**src/rtl/b64e_pkg.sv**
```systemverilog
// shared types, constants and the symbol alphabet for the base64 encoder
`default_nettype none

package b64e_pkg;

    localparam int QUEUE_DEPTH = 2;

    localparam int SYM_W  = 6;
    localparam int CHAR_W = 7;
    localparam int MAX_CHARS = 4;

    // number of leftover bit pairs held between bytes
    localparam logic [1:0] PAIRS_NONE = 2'd0;
    localparam logic [1:0] PAIRS_ONE  = 2'd1;
    localparam logic [1:0] PAIRS_TWO  = 2'd2;

    localparam logic [CHAR_W-1:0] CHAR_UPPER_A = 7'h41;
    localparam logic [CHAR_W-1:0] CHAR_LOWER_A = 7'h61;
    localparam logic [CHAR_W-1:0] CHAR_DIGIT_0 = 7'h30;
    localparam logic [CHAR_W-1:0] CHAR_PLUS    = 7'h2B;
    localparam logic [CHAR_W-1:0] CHAR_SLASH   = 7'h2F;
    localparam logic [CHAR_W-1:0] CHAR_PAD     = 7'h3D;

    // one queue entry: the characters caused by one byte
    typedef struct packed {
        logic [MAX_CHARS-1:0][CHAR_W-1:0] chars;
        logic [1:0]                       last_idx;
        logic                             eom;
    } entry_t;

    typedef struct packed {
        logic full;
        logic head_valid;
    } q_stat_t;

    function automatic logic [CHAR_W-1:0] sym_to_char(input logic [SYM_W-1:0] sym);
        logic [CHAR_W-1:0] s;
        logic [CHAR_W-1:0] ch;
        s = CHAR_W'(sym);
        if (sym < 6'd26)
            ch = CHAR_UPPER_A + s;
        else if (sym < 6'd52)
            ch = CHAR_LOWER_A + s - 7'd26;
        else if (sym < 6'd62)
            ch = CHAR_DIGIT_0 + s - 7'd52;
        else if (sym == 6'd62)
            ch = CHAR_PLUS;
        else
            ch = CHAR_SLASH;
        return ch;
    endfunction

endpackage

`default_nettype wire

```
**src/rtl/b64e_if.sv**
```systemverilog
// word channels for raw bytes in and base64 characters out
`default_nettype none

interface b64e_byte_if;
    logic       valid;
    logic       ready;
    logic [7:0] data_byte;
    logic       is_last;

    modport source (output valid, output data_byte, output is_last, input ready);
    modport sink (input valid, input data_byte, input is_last, output ready);
endinterface

interface b64e_char_if;
    logic       valid;
    logic       ready;
    logic [6:0] out_char;
    logic       end_of_text;

    modport source (output valid, output out_char, output end_of_text, input ready);
    modport sink (input valid, input out_char, input end_of_text, output ready);
endinterface

`default_nettype wire

```
**src/rtl/b64e_front.sv**
```systemverilog
// front end: takes bytes, splits them into symbols and queues the characters
`default_nettype none

module b64e_front (
    input  wire logic             clk,
    input  wire logic             rst_n,
    b64e_byte_if.sink             raw,
    input  wire b64e_pkg::q_stat_t q_stat,
    output logic                  push,
    output b64e_pkg::entry_t      entry
);

    logic [3:0] bits_reg;
    logic [3:0] bits_next;
    logic [1:0] pairs_reg;
    logic [1:0] pairs_next;
    logic [1:0] pairs;
    logic [7:0] b;

    assign raw.ready = !q_stat.full;
    assign push      = raw.valid && raw.ready;
    assign b         = raw.data_byte;

    always_comb
    begin
        pairs = (pairs_reg == 2'd3) ? b64e_pkg::PAIRS_NONE : pairs_reg;
        entry = '0;
        bits_next  = bits_reg;
        pairs_next = pairs_reg;
        case (pairs)
            b64e_pkg::PAIRS_ONE:
            begin
                entry.chars[0] = b64e_pkg::sym_to_char({bits_reg[1:0], b[7:4]});
                bits_next  = b[3:0];
                pairs_next = b64e_pkg::PAIRS_TWO;
                if (raw.is_last)
                begin
                    entry.chars[1] = b64e_pkg::sym_to_char({b[3:0], 2'b00});
                    entry.chars[2] = b64e_pkg::CHAR_PAD;
                    entry.last_idx = 2'd2;
                end
                else
                begin
                    entry.last_idx = 2'd0;
                end
            end
            b64e_pkg::PAIRS_TWO:
            begin
                entry.chars[0] = b64e_pkg::sym_to_char({bits_reg, b[7:6]});
                entry.chars[1] = b64e_pkg::sym_to_char(b[5:0]);
                entry.last_idx = 2'd1;
                bits_next  = 4'd0;
                pairs_next = b64e_pkg::PAIRS_NONE;
            end
            default:
            begin
                entry.chars[0] = b64e_pkg::sym_to_char(b[7:2]);
                bits_next  = {2'b00, b[1:0]};
                pairs_next = b64e_pkg::PAIRS_ONE;
                if (raw.is_last)
                begin
                    entry.chars[1] = b64e_pkg::sym_to_char({b[1:0], 4'b0000});
                    entry.chars[2] = b64e_pkg::CHAR_PAD;
                    entry.chars[3] = b64e_pkg::CHAR_PAD;
                    entry.last_idx = 2'd3;
                end
                else
                begin
                    entry.last_idx = 2'd0;
                end
            end
        endcase
        entry.eom = raw.is_last;
        if (raw.is_last)
        begin
            bits_next  = 4'd0;
            pairs_next = b64e_pkg::PAIRS_NONE;
        end
    end

    always_ff @(posedge clk or negedge rst_n)
    begin
        if (!rst_n)
        begin
            bits_reg  <= 4'd0;
            pairs_reg <= b64e_pkg::PAIRS_NONE;
        end
        else if (push)
        begin
            bits_reg  <= bits_next;
            pairs_reg <= pairs_next;
        end
    end

endmodule

`default_nettype wire

```
**src/rtl/b64e_queue.sv**
```systemverilog
// short queue of character groups between front and back end
`default_nettype none

module b64e_queue #(
    parameter int DEPTH = b64e_pkg::QUEUE_DEPTH  // at least 2
) (
    input  wire logic              clk,
    input  wire logic              rst_n,
    input  wire logic              push,
    input  wire b64e_pkg::entry_t  wr_entry,
    input  wire logic              pop,
    output b64e_pkg::entry_t       head,
    output b64e_pkg::q_stat_t      q_stat
);

    localparam int PTR_W = $clog2(DEPTH);
    localparam int CNT_W = $clog2(DEPTH + 1);

    b64e_pkg::entry_t entries_reg [DEPTH];
    logic [PTR_W-1:0] wr_ptr_reg;
    logic [PTR_W-1:0] rd_ptr_reg;
    logic [CNT_W-1:0] count_reg;
    logic [CNT_W-1:0] count_next;
    logic             do_pop;

    assign do_pop            = pop && (count_reg != '0);
    assign q_stat.full       = (count_reg == CNT_W'(DEPTH));
    assign q_stat.head_valid = (count_reg != '0);
    assign head              = entries_reg[rd_ptr_reg];

    always_comb
    begin
        count_next = count_reg;
        if (push && !do_pop)
            count_next = count_reg + 1'b1;
        else if (!push && do_pop)
            count_next = count_reg - 1'b1;
    end

    always_ff @(posedge clk)
    begin
        if (push)
            entries_reg[wr_ptr_reg] <= wr_entry;
    end

    always_ff @(posedge clk or negedge rst_n)
    begin
        if (!rst_n)
        begin
            wr_ptr_reg <= '0;
            rd_ptr_reg <= '0;
            count_reg  <= '0;
        end
        else
        begin
            count_reg <= count_next;
            if (push)
                wr_ptr_reg <= (wr_ptr_reg == PTR_W'(DEPTH - 1)) ? '0 : wr_ptr_reg + 1'b1;
            if (do_pop)
                rd_ptr_reg <= (rd_ptr_reg == PTR_W'(DEPTH - 1)) ? '0 : rd_ptr_reg + 1'b1;
        end
    end

endmodule

`default_nettype wire

```
**src/rtl/b64e_back.sv**
```systemverilog
// back end: sends the queued characters one word per cycle while text is ready
`default_nettype none

module b64e_back (
    input  wire logic              clk,
    input  wire logic              rst_n,
    input  wire b64e_pkg::entry_t  head,
    input  wire b64e_pkg::q_stat_t q_stat,
    output logic                   pop,
    b64e_char_if.source            text
);

    logic [1:0]                  idx_reg;
    logic [1:0]                  idx_next;
    logic                        valid_reg;
    logic                        valid_next;
    logic [b64e_pkg::CHAR_W-1:0] char_reg;
    logic                        eot_reg;
    logic                        load;
    logic                        at_end;

    assign load   = q_stat.head_valid && (!valid_reg || text.ready);
    assign at_end = (idx_reg == head.last_idx);
    assign pop    = load && at_end;

    always_comb
    begin
        idx_next   = idx_reg;
        valid_next = valid_reg;
        if (load)
        begin
            valid_next = 1'b1;
            idx_next   = at_end ? 2'd0 : idx_reg + 2'd1;
        end
        else if (text.ready)
        begin
            valid_next = 1'b0;
        end
    end

    always_ff @(posedge clk or negedge rst_n)
    begin
        if (!rst_n)
        begin
            idx_reg   <= 2'd0;
            valid_reg <= 1'b0;
        end
        else
        begin
            idx_reg   <= idx_next;
            valid_reg <= valid_next;
        end
    end

    always_ff @(posedge clk)
    begin
        if (load)
        begin
            char_reg <= head.chars[idx_reg];
            eot_reg  <= head.eom && at_end;
        end
    end

    assign text.valid       = valid_reg;
    assign text.out_char    = char_reg;
    assign text.end_of_text = eot_reg;

endmodule

`default_nettype wire

```
**src/rtl/base64_encoder.sv**
```systemverilog
// top level of the streaming base64 encoder
//
// raw: one byte per word, with is_last on the final byte of a message.
// text: one base64 character per word (A-Z a-z 0-9 + / and = padding),
//   end_of_text set on the last character of the encoded message.
// the front end splits each byte against the leftover bits of the
// previous ones and queues the one to four characters it causes; the
// back end drains the queue through an output register.
// a taken byte is written into the queue, and the back end then loads
//   its first character into the output register.
// throughput: one character per cycle while text is ready, set by the
//   output register; a byte gives one or two characters (four per three
//   bytes), the last byte of a message up to four.
// raw.ready drops only when the queue is full; a stalled text channel
//   holds its word and fills the queue before input is held off.
// reset clears the leftover bits, empties the queue and clears the output valid flag.
`default_nettype none

module base64_encoder #(
    parameter int QUEUE_DEPTH = b64e_pkg::QUEUE_DEPTH
) (
    input  wire logic   clk,
    input  wire logic   rst_n,
    b64e_byte_if.sink   raw,
    b64e_char_if.source text
);

    b64e_pkg::entry_t  wr_entry;
    b64e_pkg::entry_t  head;
    b64e_pkg::q_stat_t q_stat;
    logic              push;
    logic              pop;

    b64e_front u_front (
        .clk    (clk),
        .rst_n  (rst_n),
        .raw    (raw),
        .q_stat (q_stat),
        .push   (push),
        .entry  (wr_entry)
    );

    b64e_queue #(
        .DEPTH (QUEUE_DEPTH)
    ) u_queue (
        .clk      (clk),
        .rst_n    (rst_n),
        .push     (push),
        .wr_entry (wr_entry),
        .pop      (pop),
        .head     (head),
        .q_stat   (q_stat)
    );

    b64e_back u_back (
        .clk    (clk),
        .rst_n  (rst_n),
        .head   (head),
        .q_stat (q_stat),
        .pop    (pop),
        .text   (text)
    );

endmodule

`default_nettype wire

```
**src/flat_wrapper.sv**
```systemverilog
// flat-port wrapper written by rule: the top's interface ports become plain ports
module base64_encoder_flat 
#(
    parameter int QUEUE_DEPTH = b64e_pkg::QUEUE_DEPTH
)
  (clk, rst_n, raw_valid, raw_data_byte, raw_is_last, raw_ready, text_valid, text_out_char, text_end_of_text, text_ready);
  b64e_byte_if raw_i ();
  b64e_char_if text_i ();
  input  wire logic clk;
  input  wire logic rst_n;
  input wire logic [$bits(raw_i.valid)-1:0] raw_valid;
  input wire logic [$bits(raw_i.data_byte)-1:0] raw_data_byte;
  input wire logic [$bits(raw_i.is_last)-1:0] raw_is_last;
  output wire logic [$bits(raw_i.ready)-1:0] raw_ready;
  output wire logic [$bits(text_i.valid)-1:0] text_valid;
  output wire logic [$bits(text_i.out_char)-1:0] text_out_char;
  output wire logic [$bits(text_i.end_of_text)-1:0] text_end_of_text;
  input wire logic [$bits(text_i.ready)-1:0] text_ready;
  assign raw_i.valid = raw_valid;
  assign raw_i.data_byte = raw_data_byte;
  assign raw_i.is_last = raw_is_last;
  assign raw_ready = raw_i.ready;
  assign text_valid = text_i.valid;
  assign text_out_char = text_i.out_char;
  assign text_end_of_text = text_i.end_of_text;
  assign text_i.ready = text_ready;
  base64_encoder #(.QUEUE_DEPTH(QUEUE_DEPTH)) u_core (.clk(clk), .rst_n(rst_n), .raw(raw_i), .text(text_i));
endmodule
```
**config.mk**
```make
export PLATFORM = sky130hd
export DESIGN_NAME = base64_encoder_flat
export DESIGN_NICKNAME = d
export VERILOG_FILES = /design/src/rtl/b64e_pkg.sv /design/src/rtl/b64e_if.sv /design/src/rtl/b64e_front.sv /design/src/rtl/b64e_queue.sv /design/src/rtl/b64e_back.sv /design/src/rtl/base64_encoder.sv /design/src/flat_wrapper.sv
export SDC_FILE = /design/constraint.sdc
export NUM_CORES = 1
export LEC_CHECK = 0
export ABC_AREA = 1
export BUFFER_PORTS_ARGS = -buffer_cell sky130_fd_sc_hd__buf_2
export CAP_MARGIN = 10
export CORE_MARGIN = 1
export CORE_UTILIZATION = 32
export CTS_CLUSTER_DIAMETER = 80
export CTS_CLUSTER_SIZE = 20
export DETAILED_ROUTE_END_ITERATION = 6
export PLACE_DENSITY_LB_ADDON = 0.1
export SETUP_SLACK_MARGIN = 0.02
export SYNTH_ARGS = -nofsm -noshare
export SYNTH_HDL_FRONTEND = slang
export SYNTH_HIERARCHICAL = 1
export SYNTH_SLANG_ARGS = --single-unit
```
**constraint.sdc**
```tcl
create_clock -name clk -period 3.2 [get_ports clk]
set_input_delay 0.16 -clock clk [delete_from_list [all_inputs] [get_ports clk]]
set_output_delay 0.16 -clock clk [all_outputs]
set_load 0.01 [all_outputs]
```
* After elaboration in Yosys (flattened, before gate mapping)
Memories as Yosys holds them, arrays and structs flattened.
Cells that the tools add are included.
** Word-level totals
- Input port bits :: 13
- Word-level logic and storage cells :: 134
- Output and inout bits :: 10
- Memory bits (writable) :: 62
- Flip-flop bits (word level) :: 21
- Memories kept :: 1
** Cells by class
- Reductions and logical operators :: 16
- Muxes and demuxes :: 45
- Add/sub/neg operators :: 35
- $lt $le $gt $ge :: 19
- Equal/unequal tests :: 9
** Memory list
- u_core.u_queue.entries_reg :: depth 2, bits a word 31, read ports 1, clocked after Yosys merged registers in 0, wr ports 1, line b64e_queue.sv:19 : b64e_pkg::entry_t entries_reg [DEPTH];
** Operators with widths (number)
- 7-bit two-way mux :: 20
- 7-bit by 6-bit adder with 7-bit output, first input constant :: 12
- 6-bit less-than comparator, second input constant :: 12
- 6-bit by 6-bit adder with 7-bit output, first input constant :: 6
- 7-bit by 5-bit subtractor with 7-bit output, second input constant :: 6
- 7-bit by 6-bit subtractor with 7-bit output, second input constant :: 6
- 6-bit by 5-bit less-than comparator with 1-bit output, second input constant :: 6
- 16-bit one-hot mux with 2 select lines :: 1
- 6-bit == test, second input constant :: 4
- 20-bit two-way mux :: 1
- 7-bit binary-select mux with 2-bit select :: 1
- 2-bit two-way mux :: 7
- 7-bit one-hot mux with 2 select lines :: 1
- 13-bit two-way mux :: 1
- 3-bit two-way mux :: 4
- 4-bit one-hot mux with 2 select lines :: 1
- 1-bit logical AND :: 7
- 2-bit == test, second input constant :: 3
- 1-bit two-way mux :: 6
- 2-bit nonzero test :: 3
- 2-bit by 1-bit adder with 2-bit output, second input constant :: 2
- 1-bit zero test :: 4
- 4-bit two-way mux :: 1
- 2-bit one-hot mux with 2 select lines :: 1
- other kinds (7) :: 8

* Logic depth before layout (Yosys ltp)
- Depth in word-level cells :: 8
- Depth in mapped cells :: 17
- Mapped depth without buffers :: 15

* Hierarchy
Netlist, hierarchy kept.
** Modules (own cells, without submodules)
- b64e_queue :: sequential area each 1961.9 um^2, area each 2557.5 um^2, times used 1, cells an instance 190
- b64e_front :: sequential area each 150.1 um^2, area each 2356.0 um^2, times used 1, cells an instance 433
- b64e_back :: sequential area each 315.3 um^2, area each 644.4 um^2, times used 1, cells an instance 76

* Least setup slack after synthesis
OpenSTA, ideal clock, no wires.
- Path kind :: register to register
- Start :: register u_core.u_queue.count_reg[1]
- End :: memory u_core/u_queue/entries_reg[0][0] (netlist name) (enable)
- Period minus slack after synthesis :: 2653 ps
- Stages on the path, launching flop included :: 8
- Path buffers :: 0
- Arrival time :: 2234 ps
- Data required time :: 2781 ps
- Library setup time :: 419 ps
- Path slack :: 547 ps
- Path through :: dfrtp_1 -> inv_1 -> nor2_1 -> inv_1 -> nand2_1 -> inv_1 -> inv_1 -> nor2_1
** RTL lines
- start: declaration :: line b64e_queue.sv:22 : logic [CNT_W-1:0] count_reg;
- start signal: assignment :: line b64e_queue.sv:56 : count_reg <= count_next;
- end: declaration :: line b64e_queue.sv:19

==> reports/metrics.csv <==
metric;value;unit
status;complete, no violations;
met1 Use GR;21.4;%
critical path type;flop to flop;
CP Max Fanout;11;
Clock transition at path regs;0.06;ns
DRC Markers;0;
Unique masters post-synth;39;
Port Buffers;22;
CP required;3.27;ns
Detail Placement HPWL;10100;um
TritonCTS Buffers;9;
sequential power share;39.4;%
CTS tree;done;
arrival time of the worst setup path;2.36;ns
Fin. Hold Viols;0;
Crit-path slowest cell;dfrtp_1;
hold depth;4;
Peak VDD IR;313;uV
family with the most delay on the worst path;simple AND/OR/NAND/NOR gates;
Final Setup Violations;0;
post-route ant nets;0;
fin crit share;71.5;%
Internal Power;2.92;mW
final slew viol count;0;
CTS Hold Bufs;1;
instance count on the critical path;12;
Finished Layout Cells;927;
Main synth FF type;edfxtp_1;
initial antenna violation count;0;
area grow syn2layout;7.25;%
Vias/cell;4.82;
largest cells by area after synthesis;edfxtp_1, nand2_1, dfrtp_1;
CP Launch Type;flop;
leakage;2.65;nW
I/O pin cnt;23;
cells after synthesis;699;
met2 GRT Util;27.7;%
number of global-route vias before repair;4438;
area fraction of the dominant cell type after synthesis;37.8;%
WL/cell;15.0;um
Critical Path, Cell by Cell;inv_2 > ha_1 > nand2_1 > nand2_2 > nor2_2 > nor2_1 > nand2_1 > nand2_1 > nand2_1 > nand2_1 > nand2_1 > nand2_1;
Worst R2R Start;u_core/u_front/bits_reg[1]$_DFFE_PN0P_;
Placed Cells;910;
Layout Nets;739;
sequential share of the synthesized area;43.7;%
Die Y-Extent;134;um
core box area;16800;sq um
grt peak-use layer;met2;
Post-Syn Area;5560;sq um
Starting Density;33.2;%
final WL;13900;um
Reg2Reg Depth;12;
RSZ-0062 raised after global routing;no;
most used cell, CP;nand2_1;
Max Cap Viol;0;
Antenna diodes;0;
die area;17900;sq um
layout cells sized above 1;12.2;%
global-route wire length before repair;22900;um
Crit. End Element;flop;
post-layout min period;2.29;ns
Bufs on Longest Clock Path;2;
Clock Sinks;83;
CTS H-Tree Depth;3;
Fmax;437;MHz
Row Count;47;
max reg flops;62;
pin count of the biggest net entering global routing;33;
Tightest Hold Check Type;input pin to flop;
CP peak stage delay;0.55;ns
clock skew;0.00707;ns
drt pass-1 iters;5;
largest area contributor in the netlist;edfxtp_1;
Least-Margin Pin Slew;0.709;ns
vias;4468;
Root Buffer;clkbuf_16;
Worst Path Buf+Inv;1;
hold_sp;text_ready;
Async S/R FF share, synth;15.7;%
switching pwr;2.02;mW
Post-synth EDFFs;70;
Iteration-0 DRC Markers;348;
gr ovfl total;0;
gpl congestion;0.859;
synthesized flop and latch total;83;
Comb pwr share;40.2;%
post-CTS setup buffer count;0;
Total Power;4.95;mW
Clock power frac;20.4;%
power per cell area;830;nW/um^2
switching part of the total power;40.9;%
worst-skew pair later-pin latency;0.33;ns
met3 GRT Util;2.15;%
Post-CTS Resized;0;
critical path startpoint;u_core/u_front/bits_reg[1]$_DFFE_PN0P_;
Total GRT Usage;16.3;%
Rel. slew slack;52.7;%
setup TNS;0;ns
synthesized area per cell;7.95;sq um
die outline width;134;um
synth warn;6;
power groups by stage:
stage / logic (mW) / clock network (mW) / registers, mW
after floorplan: 1.67 / 0 / 1.89
after global placement: 2.01 / 0 / 1.97
after detailed placement: 2.00 / 0 / 1.97
after CTS: 2.01 / 1.04 / 1.95
after global routing: 2.27 / 1.07 / 1.99
final: 1.99 / 1.01 / 1.95
path summary, 6_finish.rpt:
kind,endpoint,slack [ns]
setup / recovery,u_core/u_queue/entries_reg[0][5]$_DFFE_PP_,0.91
hold / removal,u_core/u_back/text.valid$_DFFE_PN0P_,0.09
setup reg to reg,u_core/u_queue/entries_reg[0][5]$_DFFE_PP_,0.91
hold reg to reg,u_core/u_queue/count_reg[1]$_DFFE_PN0P_,0.49
max in group asynchronous,u_core/u_back/idx_reg[0]$_DFFE_PN0P_,2.66
min in group asynchronous,u_core/u_queue/wr_ptr_reg$_DFFE_PN0P_,0.27
cell families after synthesis:
group	count (synthesis)	synth area share (%)
buffers and inverters	107	11.0
DFF	83	43.7
other	1	0.0675
adders and majority gates	24	5.40
xor gates and xnor gates	13	2.05
AOI/OAI and AO/OA	77	7.99
and+or+nand+nor	394	29.9
routing by layer:
metal	part of all wire, %	wire [um]
met1	48	6620
met2	49	6760
met3	2.4	337
met4	1.3	174
met5	0	0
cell usage in the layout (no fill, tap or decap), types with 2 or more instances in the layout:
cell and n:
a21oi_1 17, buf_2 22, buf_4 4, clkbuf_16 9, clkinv_1 2, clkinv_2 2, clkinv_4 2, conb_1 4
dfrtp_1 13, edfxtp_1 70, ha_1 24, inv_1 52, inv_2 12, inv_4 2, inv_8 2, nand2_1 248
nand2_2 18, nand3_1 62, nand4_1 5, nor2_1 48, nor2_2 5, nor2_4 2, o211ai_1 10, o21ai_0 29
o21ai_1 8, o22ai_1 10, xor2_1 12
cells in the mapped netlist, types with 2 or more instances:
library cell	number
nand2_1	248
edfxtp_1	70
nand3_1	62
inv_1	52
nor2_1	49
o21ai_0	29
ha_1	24
buf_4	19
nand2_2	18
a21oi_1	17
dfrtp_1	13
inv_2	12
xor2_1	12
o211ai_1	10
o22ai_1	10
o21ai_1	8
buf_6	7
buf_2	5
nand4_1	5
nor2_2	4
clkbuf_8	3
clkbuf_1	2
inv_4	2
inv_8	2
nor2_4	2
per-stage QoR:
| step | util [%] | worst slack, ns | area [sq um] | hold slack, ns |
|---|---|---|---|---|
| 2_1_floorplan | - | 0.547 | 5570 | -0.136 |
| 3_3_place_gp | 33.8 | 0.924 | 5660 | 0.0986 |
| 3_5_place_dp | 33.8 | 0.909 | 5660 | 0.102 |
| 4_1_cts | 35.6 | 0.887 | 5960 | 0.0736 |
| 5_1_grt | 35.6 | 0.712 | 5960 | 0.108 |
| 6_report | 35.6 | 0.912 | 5960 | 0.0863 |
area by class of cell:
| type | count | area (sq um) |
|---|---|---|
| repair buffers | 27 | 150 |
| clock buffers | 9 | 225 |
| multi-input cells | 512 | 2530 |
| clock inverters | 7 | 68.8 |
| fillers | 1816 | 10800 |
| well taps | 220 | 275 |
| inverters | 69 | 279 |
| flip-flops and latches | 83 | 2430 |
worst min-delay path, delay by kind of cell:
kind	cells	cell delay [ns]
buffers and inverters	2	0.10
AND/OR/NAND/NOR	2	0.12
(Power assumes the default switching activity.)
